===== src/rtl/adaptive_slot_tx_decision_assert.svh =====
// Assertion macros for the slot transmit decision block
`ifndef ADAPTIVE_SLOT_TX_DECISION_ASSERT_SVH
`define ADAPTIVE_SLOT_TX_DECISION_ASSERT_SVH
`ifndef SYNTH
`define ASD_ASSERT_IMP(lbl, clk, rst, a, c) \
   lbl: assert property (@(posedge clk) disable iff (rst) (a) |-> (c)) \
      else $error("assertion failed");
`define ASD_ASSERT_NXT(lbl, clk, rst, a, c) \
   lbl: assert property (@(posedge clk) disable iff (rst) (a) |=> (c)) \
      else $error("assertion failed");
`else
`define ASD_ASSERT_IMP(lbl, clk, rst, a, c)
`define ASD_ASSERT_NXT(lbl, clk, rst, a, c)
`endif
`endif


===== src/rtl/asd_pkg.sv =====
`timescale 1ns / 1ps
`default_nettype none
package asd_pkg;

   localparam int ROM_ROWS = 16;
   localparam int ROM_COLS = 11;

   typedef enum logic [3:0] {
      S_IDLE, S_PHASE, S_PH_WAIT, S_CH_SETUP, S_CH_WAIT, S_CH_SCAN, S_PROB,
      S_NW_SQ, S_NW_IT, S_NW_WAIT, S_NW_Q, S_NW_QW, S_NW_MUL, S_FIN, S_OUT
   } state_type;

   typedef struct packed {
      logic        start;
      logic [15:0] dividend;
      logic [15:0] divisor;
   } div_req_type;

   typedef struct packed {
      logic        done;
      logic [15:0] quot;
      logic [15:0] rem;
   } div_rsp_type;

   typedef struct packed {
      logic        hit;
      logic [15:0] value;
   } rom_hit_type;

   localparam logic [7:0] COL_SIZES [ROM_COLS] = '{
      8'd2, 8'd5, 8'd10, 8'd15, 8'd20, 8'd25, 8'd30, 8'd35, 8'd40, 8'd45, 8'd50};

   localparam logic [15:0] PROB_ROM [ROM_ROWS][ROM_COLS] = '{
      '{16'd32768,16'd13107,16'd6554,16'd4369,16'd3277,16'd2621,16'd2185,16'd1872,
        16'd1638,16'd1456,16'd1311},
      '{16'd32768,16'd20323,16'd11685,16'd8120,16'd6210,16'd5025,16'd4219,16'd3635,
        16'd3193,16'd2847,16'd2568},
      '{16'd32768,16'd24087,16'd15575,16'd11289,16'd8812,16'd7216,16'd6105,16'd5289,
        16'd4664,16'd4171,16'd3772},
      '{16'd32768,16'd26214,16'd18488,16'd13936,16'd11102,16'd9201,16'd7847,16'd6836,
        16'd6053,16'd5431,16'd4923},
      '{16'd32768,16'd27538,16'd20681,16'd16136,16'd13107,16'd10994,16'd9450,16'd8279,
        16'd7362,16'd6626,16'd6023},
      '{16'd32768,16'd28430,16'd22356,16'd17964,16'd14857,16'd12607,16'd10923,16'd9623,
        16'd8594,16'd7760,16'd7072},
      '{16'd32768,16'd29067,16'd23659,16'd19488,16'd16384,16'd14055,16'd12272,16'd10872,
        16'd9750,16'd8833,16'd8070},
      '{16'd32768,16'd29544,16'd24693,16'd20766,16'd17716,16'd15356,16'd13506,16'd12032,
        16'd10835,16'd9848,16'd9021},
      '{16'd32768,16'd29913,16'd25528,16'd21845,16'd18881,16'd16523,16'd14635,16'd13107,
        16'd11852,16'd10806,16'd9925},
      '{16'd32768,16'd30207,16'd26214,16'd22763,16'd19904,16'd17571,16'd15668,16'd14103,
        16'd12803,16'd11711,16'd10784},
      '{16'd32768,16'd30447,16'd26786,16'd23551,16'd20804,16'd18514,16'd16612,16'd15026,
        16'd13694,16'd12565,16'd11599},
      '{16'd32768,16'd30645,16'd27269,16'd24232,16'd21600,16'd19364,16'd17476,16'd15881,
        16'd14528,16'd13370,16'd12373},
      '{16'd32768,16'd30813,16'd27683,16'd24825,16'd22307,16'd20131,16'd18268,16'd16674,
        16'd15307,16'd14129,16'd13107},
      '{16'd32768,16'd30956,16'd28039,16'd25346,16'd22937,16'd20826,16'd18994,16'd17409,
        16'd16037,16'd14844,16'd13803},
      '{16'd32768,16'd31080,16'd28351,16'd25806,16'd23502,16'd21456,16'd19661,16'd18091,
        16'd16720,16'd15519,16'd14464},
      '{16'd32768,16'd31188,16'd28624,16'd26214,16'd24009,16'd22030,16'd20274,16'd18724,
        16'd17359,16'd16155,16'd15090}
   };

   // first matching column among the first cols entries of row k-1
   function automatic rom_hit_type rom_lookup(input logic [4:0] k, input logic [7:0] n,
                                              input int cols);
      rom_hit_type r;
      r.hit   = 1'b0;
      r.value = 16'd0;
      if (k >= 5'd1 && k <= 5'(ROM_ROWS)) begin
         for (int j = ROM_COLS - 1; j >= 0; j--) begin
            if (j < cols && COL_SIZES[j] == n) begin
               r.hit   = 1'b1;
               r.value = PROB_ROM[4'(k - 5'd1)][j];
            end
         end
      end
      return r;
   endfunction

endpackage
`default_nettype wire


===== src/rtl/asd_div.sv =====
`timescale 1ns / 1ps
`default_nettype none
// 16-bit restoring divider, one quotient bit per cycle
module asd_div (
   input  wire                  clock,
   input  wire                  reset,
   input  asd_pkg::div_req_type req,
   output asd_pkg::div_rsp_type rsp
);
   logic        busy_ff, done_ff;
   logic [4:0]  cnt_ff;
   logic [15:0] rem_ff, quot_ff, dvs_ff;
   logic [16:0] trial;
   logic        fits;

   assign trial = {rem_ff, quot_ff[15]};
   assign fits  = trial >= {1'b0, dvs_ff};

   always_ff @(posedge clock) begin
      if (reset) begin
         busy_ff <= 1'b0;
         done_ff <= 1'b0;
         cnt_ff  <= 5'd0;
      end else begin
         done_ff <= 1'b0;
         if (req.start) begin
            busy_ff <= 1'b1;
            cnt_ff  <= 5'd16;
         end else if (busy_ff) begin
            cnt_ff <= cnt_ff - 5'd1;
            if (cnt_ff == 5'd1) begin
               busy_ff <= 1'b0;
               done_ff <= 1'b1;
            end
         end
      end
   end

   always_ff @(posedge clock) begin
      if (req.start) begin
         rem_ff  <= 16'd0;
         quot_ff <= req.dividend;
         dvs_ff  <= req.divisor;
      end else if (busy_ff) begin
         rem_ff  <= fits ? 16'(trial - {1'b0, dvs_ff}) : trial[15:0];
         quot_ff <= {quot_ff[14:0], fits};
      end
   end

   assign rsp.done = done_ff;
   assign rsp.quot = quot_ff;
   assign rsp.rem  = rem_ff;
endmodule
`default_nettype wire


===== src/rtl/adaptive_slot_tx_decision.sv =====
// A start beat or a tick before any start shows its result in the cycle after acceptance.
// A tick takes the table path on a table hit and the square root path otherwise;
// each serial division holds the sequencer until the divider reports done.
// The block takes one beat at a time; req_stall is high from acceptance until the
// result beat is taken. Reset: synchronous, clears round state, channel count 1.
`timescale 1ns / 1ps
`default_nettype none
module adaptive_slot_tx_decision #(
   parameter int CHANNEL_COUNT_MAX = 16,
   parameter int NEWTON_STEPS      = 5,
   parameter int PHASE_LIMIT       = 7,
   parameter int SIZE_COLUMNS      = 11
) (
   input  wire         clock,
   input  wire         reset,
   // request channel
   input  wire         req_valid,
   output logic        req_stall,
   input  wire         req_func,
   input  wire  [15:0] req_prob_rand,
   input  wire  [15:0] req_channel_rand,
   // result channel
   output logic        rsp_valid,
   input  wire         rsp_stall,
   output logic        rsp_transmit,
   output logic [4:0]  rsp_channel,
   output logic [15:0] rsp_tx_prob,
   output logic [15:0] rsp_slot_index,
   output logic [2:0]  rsp_phase,
   // register port
   input  wire         csr_psel,
   input  wire         csr_penable,
   input  wire         csr_pwrite,
   input  wire  [0:0]  csr_paddr,
   input  wire  [31:0] csr_pwdata,
   output logic [31:0] csr_prdata,
   output logic        csr_pready
);
   localparam int IW = $clog2(NEWTON_STEPS + 1);

   asd_pkg::state_type state_ff, state_in;

   // register file
   logic [4:0] nch_ff;

   // round state
   logic        started_ff;
   logic [15:0] slot_ff, pend_ff;
   logic [2:0]  phase_ff;
   logic [7:0]  est_ff;

   // per-beat working registers
   logic [15:0] prand_ff, crand_ff;
   logic [4:0]  kk_ff, j_ff;
   logic [15:0] bin_ff;
   logic [20:0] lo_ff;
   logic [3:0]  idx_ff;
   logic [15:0] a_ff, s_ff, c_ff, x_ff, prev_ff, q_ff;
   logic [IW-1:0] i_ff;

   // result registers
   logic        tx_ff;
   logic [4:0]  chan_ff;
   logic [15:0] prob_ff;

   asd_pkg::div_req_type div_req;
   asd_pkg::div_rsp_type div_rsp;
   asd_pkg::rom_hit_type rom;

   logic        req_acc, rsp_acc, ph_cond, nw_stop, scan_end, scan_hit;
   logic [4:0]  kk_sel;
   logic [16:0] xsum;
   logic [15:0] xn;
   logic [15:0] mul_x, mul_y;
   logic [31:0] prod;
   logic [14:0] kn4;

   asd_div u_div (.clock(clock), .reset(reset), .req(div_req), .rsp(div_rsp));

   assign req_acc = req_valid && !req_stall;
   assign rsp_acc = rsp_valid && !rsp_stall;

   // phase boundary test needs the division of the new count by the phase end
   assign ph_cond = (slot_ff != 16'd0) && (pend_ff != 16'd0) && (phase_ff < 3'(PHASE_LIMIT));
   assign kk_sel  = (nch_ff > 5'(CHANNEL_COUNT_MAX)) ? 5'(CHANNEL_COUNT_MAX) : nch_ff;
   assign scan_end = (j_ff >= kk_ff);
   assign scan_hit = ({5'd0, crand_ff} >= lo_ff) && ({5'd0, crand_ff} <= lo_ff + {5'd0, bin_ff});
   assign nw_stop = (i_ff == IW'(NEWTON_STEPS)) || (x_ff == 16'd0);
   assign xsum    = {1'b0, x_ff} + {1'b0, div_rsp.quot};
   assign xn      = xsum[16:1];
   assign rom     = asd_pkg::rom_lookup(nch_ff, est_ff, SIZE_COLUMNS);
   assign kn4     = {13'(nch_ff) * 13'(est_ff), 2'b00};

   // one multiplier: a*a for the discriminant, then (a-x)*q for the result
   assign mul_x = (state_ff == asd_pkg::S_NW_SQ) ? a_ff : 16'(a_ff - x_ff);
   assign mul_y = (state_ff == asd_pkg::S_NW_SQ) ? a_ff : q_ff;
   assign prod  = mul_x * mul_y;

   // next state
   always_comb begin
      state_in = state_ff;
      unique case (state_ff)
         asd_pkg::S_IDLE:
            if (req_acc) state_in = (req_func && started_ff) ? asd_pkg::S_PHASE
                                                             : asd_pkg::S_OUT;
         asd_pkg::S_PHASE:   state_in = ph_cond ? asd_pkg::S_PH_WAIT : asd_pkg::S_CH_SETUP;
         asd_pkg::S_PH_WAIT: if (div_rsp.done) state_in = asd_pkg::S_CH_SETUP;
         asd_pkg::S_CH_SETUP:
            state_in = (kk_sel == 5'd0) ? asd_pkg::S_PROB : asd_pkg::S_CH_WAIT;
         asd_pkg::S_CH_WAIT:
            if (div_rsp.done)
               state_in = (crand_ff < div_rsp.quot) ? asd_pkg::S_PROB : asd_pkg::S_CH_SCAN;
         asd_pkg::S_CH_SCAN: if (scan_end || scan_hit) state_in = asd_pkg::S_PROB;
         asd_pkg::S_PROB:    state_in = rom.hit ? asd_pkg::S_FIN : asd_pkg::S_NW_SQ;
         asd_pkg::S_NW_SQ:   state_in = asd_pkg::S_NW_IT;
         asd_pkg::S_NW_IT:   state_in = nw_stop ? asd_pkg::S_NW_Q : asd_pkg::S_NW_WAIT;
         asd_pkg::S_NW_WAIT:
            if (div_rsp.done)
               state_in = (i_ff != '0 && prev_ff == xn) ? asd_pkg::S_NW_Q : asd_pkg::S_NW_IT;
         asd_pkg::S_NW_Q:
            state_in = (c_ff == 16'd0) ? asd_pkg::S_NW_MUL : asd_pkg::S_NW_QW;
         asd_pkg::S_NW_QW:   if (div_rsp.done) state_in = asd_pkg::S_NW_MUL;
         asd_pkg::S_NW_MUL:  state_in = asd_pkg::S_FIN;
         asd_pkg::S_FIN:     state_in = asd_pkg::S_OUT;
         asd_pkg::S_OUT:     if (!rsp_stall) state_in = asd_pkg::S_IDLE;
         default:            state_in = asd_pkg::S_IDLE;
      endcase
   end

   // outputs and divider launch
   always_comb begin
      req_stall        = (state_ff != asd_pkg::S_IDLE);
      rsp_valid        = (state_ff == asd_pkg::S_OUT);
      div_req.start    = 1'b0;
      div_req.dividend = 16'hFFFF;
      div_req.divisor  = 16'd1;
      unique case (state_ff)
         asd_pkg::S_PHASE: begin
            div_req.start    = ph_cond;
            div_req.dividend = slot_ff;
            div_req.divisor  = pend_ff;
         end
         asd_pkg::S_CH_SETUP: begin
            div_req.start   = (kk_sel != 5'd0);
            div_req.divisor = {11'd0, kk_sel};
         end
         asd_pkg::S_NW_IT: begin
            div_req.start    = !nw_stop;
            div_req.dividend = s_ff;
            div_req.divisor  = x_ff;
         end
         asd_pkg::S_NW_Q: begin
            div_req.start   = (c_ff != 16'd0);
            div_req.divisor = c_ff;
         end
         default: ;
      endcase
   end

   always_ff @(posedge clock) begin
      if (reset) state_ff <= asd_pkg::S_IDLE;
      else       state_ff <= state_in;
   end

   // register file and round state
   always_ff @(posedge clock) begin
      if (reset) begin
         nch_ff     <= 5'd1;
         started_ff <= 1'b0;
         slot_ff    <= 16'd0;
         phase_ff   <= 3'd1;
         est_ff     <= 8'd2;
         pend_ff    <= 16'd3;
      end else begin
         if (csr_psel && csr_penable && csr_pwrite && csr_paddr == 1'b0)
            nch_ff <= csr_pwdata[4:0];
         if (req_acc) begin
            if (!req_func) begin
               // a start always reopens the round
               started_ff <= 1'b1;
               slot_ff    <= 16'd0;
               phase_ff   <= 3'd1;
               est_ff     <= 8'd2;
               pend_ff    <= 16'd3;
            end else if (started_ff) begin
               slot_ff <= slot_ff + 16'd1;
            end
         end
         if (state_ff == asd_pkg::S_PH_WAIT && div_rsp.done && div_rsp.rem == 16'd0) begin
            phase_ff <= phase_ff + 3'd1;
            est_ff   <= 8'd1 << (phase_ff + 3'd1);
            pend_ff  <= pend_ff + (16'd1 << ({1'b0, phase_ff} + 4'd2));
         end
      end
   end

   // datapath working registers
   always_ff @(posedge clock) begin
      unique case (state_ff)
         asd_pkg::S_IDLE: begin
            prand_ff <= req_prob_rand;
            crand_ff <= req_channel_rand;
            tx_ff    <= 1'b0;
            chan_ff  <= 5'd26;
            prob_ff  <= 16'd0;
            idx_ff   <= 4'd0;
         end
         asd_pkg::S_CH_SETUP: kk_ff <= kk_sel;
         asd_pkg::S_CH_WAIT: begin
            bin_ff <= div_rsp.quot;
            lo_ff  <= {5'd0, div_rsp.quot};
            j_ff   <= 5'd1;
         end
         asd_pkg::S_CH_SCAN: begin
            if (!scan_end && scan_hit) idx_ff <= j_ff[3:0];
            j_ff  <= j_ff + 5'd1;
            lo_ff <= lo_ff + {5'd0, bin_ff};
         end
         asd_pkg::S_PROB: begin
            prob_ff <= rom.value;
            a_ff    <= 16'({nch_ff, 1'b0}) + 16'(est_ff) - 16'd1;
            c_ff    <= {7'd0, est_ff, 1'b0};
         end
         asd_pkg::S_NW_SQ: begin
            s_ff    <= prod[15:0] - {1'b0, kn4};
            x_ff    <= 16'd100;
            prev_ff <= 16'd0;
            i_ff    <= '0;
         end
         asd_pkg::S_NW_WAIT:
            if (div_rsp.done) begin
               x_ff    <= xn;
               prev_ff <= xn;
               i_ff    <= i_ff + IW'(1);
            end
         asd_pkg::S_NW_Q:   q_ff <= 16'hFFFF;
         asd_pkg::S_NW_QW:  if (div_rsp.done) q_ff <= div_rsp.quot;
         asd_pkg::S_NW_MUL: prob_ff <= prod[15:0];
         asd_pkg::S_FIN: begin
            tx_ff   <= (prand_ff < prob_ff);
            chan_ff <= 5'd11 + {1'b0, idx_ff};
         end
         default: ;
      endcase
   end

   assign rsp_transmit   = tx_ff;
   assign rsp_channel    = chan_ff;
   assign rsp_tx_prob    = prob_ff;
   assign rsp_slot_index = slot_ff;
   assign rsp_phase      = phase_ff;

   assign csr_prdata = {27'd0, nch_ff};
   assign csr_pready = 1'b1;

`include "adaptive_slot_tx_decision_assert.svh"
   // phase stays within its legal range
   `ASD_ASSERT_IMP(a_phase_range, clock, reset, 1'b1, phase_ff >= 3'd1 && phase_ff <= 3'(PHASE_LIMIT))
   // taken result returns the block to accepting
   `ASD_ASSERT_NXT(a_rsp_done, clock, reset, rsp_acc, !rsp_valid && !req_stall)
   // divider answers only while a wait state expects it
   `ASD_ASSERT_IMP(a_div_wait, clock, reset, div_rsp.done, state_ff == asd_pkg::S_PH_WAIT || state_ff == asd_pkg::S_CH_WAIT || state_ff == asd_pkg::S_NW_WAIT || state_ff == asd_pkg::S_NW_QW)
   // an accepted beat stalls the request side
   `ASD_ASSERT_NXT(a_busy, clock, reset, req_acc, req_stall)
endmodule
`default_nettype wire


===== config.mk =====
export PLATFORM = sky130hd
export DESIGN_NAME = adaptive_slot_tx_decision
export DESIGN_NICKNAME = d
export VERILOG_FILES = /design/src/rtl/asd_pkg.sv /design/src/rtl/asd_div.sv /design/src/rtl/adaptive_slot_tx_decision.sv
export VERILOG_INCLUDE_DIRS = /design/src /design/src/rtl
export SDC_FILE = /design/constraint.sdc
export NUM_CORES = 1
export LEC_CHECK = 0
export BUFFER_PORTS_ARGS = -buffer_cell sky130_fd_sc_hd__buf_4
export CAP_MARGIN = 30
export CORE_MARGIN = 3
export CORE_UTILIZATION = 40
export DETAILED_ROUTE_END_ITERATION = 10
export GPL_ROUTABILITY_DRIVEN = 0
export PLACE_DENSITY_LB_ADDON = 0.08
export SYNTH_ARGS = -nofsm -noshare
export SYNTH_HDL_FRONTEND = slang
export SYNTH_SLANG_ARGS = --single-unit

===== constraint.sdc =====
create_clock -name clock -period 9.6 [get_ports clock]
set_input_delay 0 -clock clock [delete_from_list [all_inputs] [get_ports clock]]
set_output_delay 0 -clock clock [all_outputs]
set_load 0.005 [all_outputs]

* After elaboration in Yosys (flattened, before gate mapping)
Memory sizes are Yosys's and may differ from the RTL's.
Cells that the tools add are included.
** Operators by class
- Bitwise logic cells :: 4
- Multiply operators :: 2
- $lt $le $gt $ge :: 11
- Shift-type cells :: 2
- Mux-type cells :: 70
- Reductions and logical operators :: 46
- Equal/unequal tests :: 38
- Add/subtract/negate cells :: 16
** Operator list (number)
- 2-to-1 mux 176 bit :: 2
- 2-to-1 mux 17 bit :: 12
- 2-to-1 mux 16 bit :: 12
- one-hot mux 16 bit (2 select lines) :: 4
- one-hot mux 16 bit (4 select lines) :: 1
- one-hot mux 4 bit (15 select lines) :: 1
- logical NOT 16 bit :: 3
- one-hot mux 16 bit (3 select lines) :: 1
- nonzero test 16 bit :: 3
- one-hot mux 21 bit (2 select lines) :: 1
- 2-to-1 mux 4 bit :: 10
- == test 6 x 8 -> 1 bit (first input constant) :: 4
- less-than comparator 16 bit :: 2
- subtractor 16 bit :: 2
- == test 4 bit (second input constant) :: 7
- == test 5 x 8 -> 1 bit (first input constant) :: 3
- 2-to-1 mux 8 bit :: 3
- adder 21 x 16 -> 21 bit :: 1
- greater-or-equal comparator 16 x 21 -> 1 bit :: 1
- less-or-equal comparator 16 x 21 -> 1 bit :: 1
- one-hot mux 5 bit (2 select lines) :: 2
- adder 16 x 16 -> 17 bit :: 1
- greater-or-equal comparator 17 x 16 -> 1 bit :: 1
- adder 16 x 1 -> 16 bit (second input constant) :: 1
- other kinds (54) :: 110
** Storage, ports and cells
- Flip-flop bits (word level) :: 304
- Input port bits :: 73
- Memory bits (read-only) :: 2816
- Memories :: 1
** Memories
- (no name shown) :: depth 16, width 176, read ports 1, clocked after memory_dff 0, write ports 0, line asd_pkg.sv:78 : r.value = PROB_ROM[4'(k - 5'd1)][j];

* Logic depth before layout (Yosys ltp)
Gate-level depths: netlist of run 1.
- Depth in word-level cells :: 19
- Mapped depth :: 38
- Gate-level depth less buffers :: 38

* Cells and area by module
A second synthesis of run 1 with hierarchy kept.
** Second synthesis, totals
- Cells, all modules :: 3322
- Area, all modules :: 27669.0 µm²
** Modules (own cells, without submodules)
- adaptive_slot_tx_decision :: area each 24619.9 µm², cells an instance 3018, times used 1
- asd_div :: area each 3049.2 µm², cells an instance 304, times used 1

* Least setup slack after synthesis of run 1
No wires, ideal clock.
- Kind :: register -> register
- Start :: register, netlist name prev_ff[0]
- End :: register prob_ff[15] (netlist: rsp_tx_prob[15]) (data pin)
- Buffers on the path :: 0
- Slack :: 0.744 ns
- Data arrival time :: 8.597 ns
- Setup time :: 0.259 ns
- Cell stages (with the launch flop) :: 38
- Cell sequence :: edfxtp_1 -> ha_1 -> fa_1 -> nand2b_1 -> a21oi_2 -> a21oi_1 -> o21ai_0 -> a41o_1 -> nor2_1 -> o21ai_0 -> xnor2_1 -> o21ai_0 -> nand2_1 -> fa_1 -> inv_1 -> fa_1 -> inv_1 -> fa_1 -> (+2 left out) -> inv_1 -> fa_1 -> inv_1 -> fa_1 -> xnor2_1 -> xnor2_1 -> xnor2_1 -> xnor2_1 -> xnor2_1 -> xnor2_1 -> xnor2_1 -> xnor3_1 -> xnor2_2 -> xnor3_2 -> xnor2_1 -> mux2i_1 -> o221ai_1 -> a211o_1
** RTL lines
- end signal: assignment :: line adaptive_slot_tx_decision.sv:220 : prob_ff <= rom.value;
- end signal: assignment :: line adaptive_slot_tx_decision.sv:238 : asd_pkg::S_NW_MUL: prob_ff <= prod[15:0];
- end: declaration :: line adaptive_slot_tx_decision.sv:64 : logic [15:0] prob_ff;

==> metrics.log, run 1 <==
INFO  metric die_w = 265 µm
INFO  metric detailedPlacementHpwl = between 70000 and 80000 µm
INFO  metric yosys_warnings = 0
INFO  metric crit_path_end_kind = flip-flop
INFO  metric tritoncts_clock_tree = yes
INFO  metric wirelength = 95600 µm
INFO  metric pre_cts_ws = 0.179 ns
INFO  metric synth_cell_types = 86
INFO  metric clock_latency_at_the_later_pin_of_the_worst_skew_pair = 0.59 ns
INFO  metric timing.max_cap.violations = 0
INFO  metric grt_start_max_net_pins = 79
INFO  metric setup_viol = 0
INFO  metric globalRouteTotalUtil = 26.8%
INFO  metric finalCritPeriodShare = 94.9%
INFO  metric maximum_clock_frequency = 0.110 GHz
INFO  metric ant_nets = 0
INFO  metric htreeDepth = 2
INFO  metric postLayoutCellArea = 30500 µm²
INFO  metric clk_pin_slew = 0.07 ns
INFO  metric remaining_drc_errors = 0
INFO  metric site_row_count = 94
INFO  metric drt-wirelength-per-cell = between 20 and 25 µm
INFO  metric nets = 3739
INFO  metric p_r_area_growth_vs_syn = 13.3%
INFO  metric dominantRegCellSynth = sky130_fd_sc_hd__edfxtp_1
INFO  metric shortest_clock_period_the_worst_path_allows_after_layout = 9.11 ns
INFO  metric hold_violations = 0
INFO  metric synth_enable_flop_cells = 209
INFO  metric ctsRootBufferMaster = sky130_fd_sc_hd__clkbuf_16
INFO  metric cts_made_buffers = 39
INFO  metric path_common_cell = sky130_fd_sc_hd__xnor2_1
INFO  metric cts_setup_buffers = 0
INFO  metric cp_max_fo = 6
INFO  metric worstPathRequired = 9.92 ns
INFO  metric core_area = ~66000 µm²
INFO  metric die-height = 265 µm
INFO  metric synth.yosys.seq_area_share = 29.0%
INFO  metric grt.overflow.total = 0
INFO  metric post_route_cells_drive_above_1_share = 8.04%
INFO  metric syn-instance-count = approximately 3200
INFO  metric tightestPinTransition = 1.05 ns
INFO  metric global_route_wire_length_before_repair = 146000 µm
INFO  metric initial_antenna_violation_count = 2
INFO  metric area_of_the_mapped_netlist = 26900 µm²
INFO  metric cts_buffer_depth = 3
INFO  metric drt_first_iter_violations = roughly 2800
INFO  metric worst_clock_skew = roughly 0.032 ns
INFO  metric timing.hold.worst.class = input pin to flip-flop
INFO  metric via_count_of_the_first_global_routing_pass = 24100
INFO  metric critical_path_top_delay_cell = sky130_fd_sc_hd__fa_1
INFO  metric drt_pass1_iterations = 10
INFO  metric timing.max_slew.rel_slack = between 20% and 30%
INFO  metric floorplan.initialDensity = 40.6%
INFO  metric fillerInstances = roughly 6500
INFO  metric routed_via_density = 5.82
INFO  metric setup_crit_path_kind = flip-flop to flip-flop
INFO  metric critical-path-top-delay-family = adder cells
INFO  metric worstPathBufferInverterCount = 7
INFO  metric critPathArrivalTime = 9.43 ns
INFO  metric asyncSetResetFlopFracSynth = 0%
INFO  metric critical_path.startpoint_type = flip-flop
INFO  metric post-route-worst-setup-slack = around 0.5 ns
INFO  metric status = complete, no violations
INFO  metric ios = 149
INFO  metric final-max-slew-violation-count = 0
INFO  metric via_count = between 20000 and 25000
INFO  metric die-area = approximately 70000 µm²
INFO  metric crit_path_max_incr_delay = 0.53 ns
INFO  metric ys_ff_latch = 285
INFO  metric postSynthAreaPerCell = 8.46 µm²
INFO  metric cts_sinks = 285
INFO  metric buffer_ports.inserted = 93
INFO  metric placed_cell_area = 28600 µm²
==> cells in the mapped netlist, drive strengths merged, types with 7 or more instances <==
library cell	n	area share [%]
a2111oi	15	0.56
a211o	10	0.33
a211oi	34	0.95
a21boi	10	0.28
a21o	62	1.7
a21oi	227	4.3
a221oi	7	0.23
a22oi	25	0.70
a311oi	10	0.33
a31oi	35	0.81
and2	25	0.58
and3	23	0.54
buf	46	1.0
clkbuf	125	1.7
dfxtp	76	5.7
edfxtp	209	23
fa	106	7.9
ha	283	13
inv	333	4.6
mux2i	13	0.48
nand2	324	4.6
nand2b	30	0.70
nand3	76	1.4
nand4	24	0.56
nor2	288	4.0
nor2b	41	0.95
nor3	71	1.3
nor3b	7	0.20
nor4	28	0.65
o211ai	10	0.28
o21a	24	0.67
o21ai	217	4.1
o21bai	22	0.61
o221ai	14	0.46
o22ai	13	0.30
o311ai	8	0.29
o31ai	12	0.35
or2	12	0.29
or3	38	0.88
or4	10	0.28
xnor2	111	3.6
xor2	54	1.8
==> timing repair <==
action | in CTS | in global routing
gates resized for setup | 0 | 10
hold endpoints to repair | 64 | 0
hold buffers | 48 | 0
endpoints found under the setup margin | 0 | 2
==> kinds of logic after synthesis <==
logic type | after synthesis | synth area share (%)
xor+xnor | 167 | 5.58
compound gates | 798 | 18.8
other cells | 2 | 0.0279
buf+inv | 508 | 7.50
mux | 14 | 0.526
flops | 285 | 29.0
simple gates | 1012 | 17.5
fa+ha+maj | 390 | 21.1
==> placed cells by master (no fill, tap or decap), drive strengths merged, types with 71 or more instances in the layout <==
cell | netlist | final
nand3 | 76 | 76
nor2 | 288 | 288
nand2 | 324 | 324
dfxtp | 76 | 76
fa | 106 | 106
nor3 | 71 | 71
inv | 333 | 338
o21ai | 217 | 217
ha | 283 | 283
a21oi | 227 | 227
xnor2 | 111 | 111
buf | 46 | 156
edfxtp | 209 | 209
==> metal layers <==
metal	up-vias	routed length [µm]	GRT usage, %
met4	0	4790	11.3
met1	11600	40800	36.4
met2	1169	42900	43.4
met5	-	0	0
met3	278	7100	3.36
li1	11300	-	-
==> state kept, by name, indices dropped and copies added (netlist names), 10 cells and up <==
name / count
prev_ff: 15
u_div.dvs_ff: 16
lo_ff: 21
a_ff: 10
bin_ff: 16
prand_ff: 16
rsp_tx_prob: 16
crand_ff: 16
s_ff: 16
u_div.quot_ff: 16
rsp_slot_index: 16
pend_ff: 16
u_div.rem_ff: 16
q_ff: 16
==> worst paths after layout <==
path	from	end	slack (ns)	cells after the start
setup reg to reg	prev_ff[1]	rsp_tx_prob[15]	0.49	36
hold reg to reg	est_ff[7]	c_ff[8]	0.50	0
hold / removal	rsp_stall	state_ff[3]	0.07	5
setup / recovery	prev_ff[1]	rsp_tx_prob[15]	0.49	36
==> metrics by stage <==
| step | setup TNS, ns | hold WS [ns] | utilization (%) | instances |
|---|---|---|---|---|
| after detailed placement | 0 | 0.179 | 43.2 | 4051 |
| after CTS | 0 | 0.0481 | 45.9 | 4170 |
| after global routing | -0.00294 | 0.0775 | 46.0 | 4171 |
| after floorplan | 0 | 0.0989 | - | 3202 |
| final | 0 | 0.0652 | 46.0 | 4173 |
| after global placement | 0 | 0.179 | 43.0 | 4046 |
==> cell type report <==
cell class | instances | area, µm² | share of cell area [%]
Timing Repair Buffer | 205 | 1730 | 5.69
Clock buffer | 52 | 1100 | 3.60
Multi-Input combinational cell | 2409 | 17200 | 56.6
Tap cell | 864 | 1080 | 3.55
Antenna cell | 2 | 5.00 | 0.0164
Sequential cell | 285 | 7800 | 25.6
Inverter | 337 | 1270 | 4.16
Clock inverter | 19 | 224 | 0.735
==> tightest hold or removal path: cells and delay by family <==
kind / cells / cell delay [ns]
compound gates: 3 / 0.44
buf+inv: 1 / 0.07
simple gates: 1 / 0.08
Power of run 1 is left out: the tool's default activity adds up to more than one toggle a clock period on the data nets, which glitch-free logic cannot reach.
==> run 2: changes to the inputs <==
ABC_AREA = 1   (was unset)
CAP_MARGIN = 0   (was 30)
==> metrics.log, run 2 <==
INFO  metric ys_ff_latch = 285
INFO  metric crit_path_max_incr_delay = 0.55 ns
INFO  metric die-area = ~70000 µm²
INFO  metric critPathArrivalTime = 8.21 ns
INFO  metric via_count_of_the_first_global_routing_pass = ~24000
INFO  metric path_common_cell = sky130_fd_sc_hd__nand2_1
INFO  metric synth_cell_types = 64
INFO  metric ys_top_cells_by_count = sky130_fd_sc_hd__nand2_1, sky130_fd_sc_hd__inv_1, sky130_fd_sc_hd__ha_1
INFO  metric yosys_warnings = 0
INFO  metric postSynthAreaPerCell = 7.65 µm²
INFO  metric tritoncts_clock_tree = yes
INFO  metric global_route_wire_length_before_repair = between 100000 and 150000 µm
INFO  metric crit_path_end_kind = flip-flop
INFO  metric cp_max_fo = 6
INFO  metric top_count_cell_post_synth = sky130_fd_sc_hd__nand2_1
INFO  metric via_count = 24400
INFO  metric p_leak = approximately 14 nW
INFO  metric final_cell_mix = sky130_fd_sc_hd__nand2_1, sky130_fd_sc_hd__inv_1, sky130_fd_sc_hd__ha_1, sky130_fd_sc_hd__nor2_1, sky130_fd_sc_hd__o21ai_0
INFO  metric area_of_the_mapped_netlist = around 27000 µm²
INFO  metric worstPathBufferInverterCount = 7
INFO  metric largest_reg_flops = 21
INFO  metric setup_viol = 0
INFO  metric cts_made_buffers = 37
INFO  metric final-max-slew-violation-count = 0
INFO  metric nets = just over 4000
INFO  metric power.density = 395 nW/µm²
INFO  metric cts_setup_buffers = 0
INFO  metric clk_pin_slew = 0.05 ns
INFO  metric post-route-worst-setup-slack = 1.68 ns
INFO  metric worst_clock_skew = 0.0278 ns
INFO  metric core_area = 65200 µm²
INFO  metric most_flops_register = lo_ff
INFO  metric die-height = 264 µm
INFO  metric synth.yosys.seq_area_share = 29.3%
INFO  metric drt_pass1_iterations = 7
INFO  metric drt-wirelength-per-cell = 19.6 µm
INFO  metric vdd_ir_drop_max = 0.000921 V
INFO  metric clock_latency_at_the_later_pin_of_the_worst_skew_pair = 0.56 ns
INFO  metric remaining_drc_errors = 0
INFO  metric synth.top_cells.by_area = sky130_fd_sc_hd__edfxtp_1, sky130_fd_sc_hd__ha_1, sky130_fd_sc_hd__nand2_1
INFO  metric critical_path_top_delay_cell = sky130_fd_sc_hd__fa_1
INFO  metric detailedPlacementHpwl = between 60000 and 70000 µm
INFO  metric timing.max_cap.violations = 0
INFO  metric synth_enable_flop_cells = 209
INFO  metric ios = 149
INFO  metric status = complete, no violations
INFO  metric yosys_top_cell_area_share = 23.6%
INFO  metric shortest_clock_period_the_worst_path_allows_after_layout = 7.92 ns
INFO  metric finalCritPeriodShare = between 80% and 90%
INFO  metric site_row_count = 93
INFO  metric critical-path-top-delay-family = adder cells
INFO  metric cts_sinks = 285
INFO  metric grt_start_max_net_pins = 87
INFO  metric cts_buffer_depth = 3
INFO  metric grt.overflow.total = 0
INFO  metric syn-instance-count = around 3500
INFO  metric layout_commonest_cell = sky130_fd_sc_hd__nand2_1
INFO  metric p_r_area_growth_vs_syn = 12.3%
INFO  metric r2r_slack = 1.68 ns
INFO  metric asyncSetResetFlopFracSynth = 0%
INFO  metric fin_tns_setup = 0 ns
INFO  metric wirelength = 87800 µm
INFO  metric ctsRootBufferMaster = sky130_fd_sc_hd__clkbuf_16
INFO  metric dominantRegCellSynth = sky130_fd_sc_hd__edfxtp_1
INFO  metric initial_antenna_violation_count = 4
INFO  metric worstPathRequired = 9.89 ns
INFO  metric globalRouteTotalUtil = 24.7%
INFO  metric floorplan.initialDensity = 40.9%
INFO  metric rsz0062_at_grt = no
INFO  metric drt_first_iter_violations = 2343
INFO  metric routed_via_density = 5.44
INFO  metric setup_crit_path_kind = flip-flop to flip-flop
INFO  metric hold_violations = 0
INFO  metric yosys.area.top_type = sky130_fd_sc_hd__edfxtp_1
INFO  metric timing.hold.worst.class = input pin to flip-flop
INFO  metric buffer_ports.inserted = 93
INFO  metric timing.max_slew.rel_slack = roughly a fifth
INFO  metric critical_path.startpoint_type = flip-flop
INFO  metric n_antenna_cell = 0
INFO  metric tightestPinTransition = 1.18 ns
INFO  metric htreeDepth = 2
INFO  metric pre_cts_ws = approximately 1.7 ns
INFO  metric ant_nets = 0
INFO  metric post_route_cells_drive_above_1_share = 6.55%
INFO  metric die_w = 264 µm
INFO  metric maximum_clock_frequency = 0.126 GHz
## run 2: cell count changes after synthesis, sizes merged, moves of 23 or more
cell    delta
o21ai     +45
o211ai    +36
a211oi    -23
nor2b     -41
nand3     +97
clkbuf    -58
nand2    +358
inv      +313
or3       -38
nand2b    -30
a21o      -53
xnor2     -72
## run 2: stage by stage
step | cell area [µm²] | power (W) | std cells | hold slack [ns] | util, %
after floorplan | 26700 | 0.00850 | 3509 | 0.0989 | -
after global placement | 28200 | 0.0104 | 4371 | 0.179 | 43.3
after detailed placement | 28200 | 0.0104 | 4371 | 0.179 | 43.3
after CTS | 29900 | 0.0119 | 4491 | 0.141 | 45.9
after global routing | 29900 | 0.0131 | 4491 | 0.157 | 45.9
final | 29900 | 0.0118 | 4491 | 0.162 | 45.9
## run 2: final timing paths
check,depth (start not counted),from,to
worst max-delay path,33,prev_ff[3],s_ff[15]
worst min-delay path,2,req_channel_rand[10],crand_ff[10]
worst max register to register,33,prev_ff[3],s_ff[15]
worst min register to register,2,u_div.cnt_ff[2],u_div.cnt_ff[2]
## run 2: layer usage
layer / part of all wire, % / wire length, µm / global-route usage [%]
met1: 44 / 38500 / 33.6
met2: 45 / 39600 / 40.1
met3: 7.3 / 6420 / 3.72
met4: 3.7 / 3250 / 8.40
met5: 0.057 / 50 / 0
## run 2: area by class of cell
class                           count  area (µm²)
Tap cell                          855        1070
Fill cell                        6612       35300
Inverter                          652        2450
Clock buffer                       49        1010
Multi-Input combinational cell   2460       16000
Clock inverter                     18         171
Sequential cell                   285        7800
Timing Repair Buffer              172        1420
## run 2: worst reg2reg max path: cells and delay by family, from the launching register on
family,cells,cell delay (ns)
buffers and inverters,7,0.60
AND/OR/NAND/NOR,10,1.12
flip-flops,1,0.40
AO/OA/AOI/OAI,6,1.08
adder cells (fa/ha/maj),9,4.01
XOR/XNOR,1,0.46
## run 2: power breakdown
| part | switching [W] | internal, W | total [W] |
|---|---|---|---|
| clock | 0.000549 | 0.000821 | 0.00137 |
| sequential | 0.000219 | 0.00199 | 0.00221 |
| combinational | 0.00520 | 0.00304 | 0.00824 |
## run 2: cells by family (layout without fill, tap and decap cells)
logic type | Yosys count | in the layout | share of synthesized area [%]
AND/OR/NAND/NOR | 1280 | 1280 | 20.4
adder cells (fa/ha/maj) | 389 | 389 | 21.3
other | 2 | 28 | 0.0282
flip-flops | 285 | 285 | 29.3
XOR/XNOR | 103 | 103 | 3.39
AO/OA/AOI/OAI | 660 | 660 | 14.4
buffers and inverters | 764 | 891 | 11.3
## run 2: timing repair
item,in CTS,in global routing
hold buffers,53,0
endpoints found under the hold margin,68,0
gates resized for setup,0,0
Note: power is estimated with default switching activity, not from simulation.
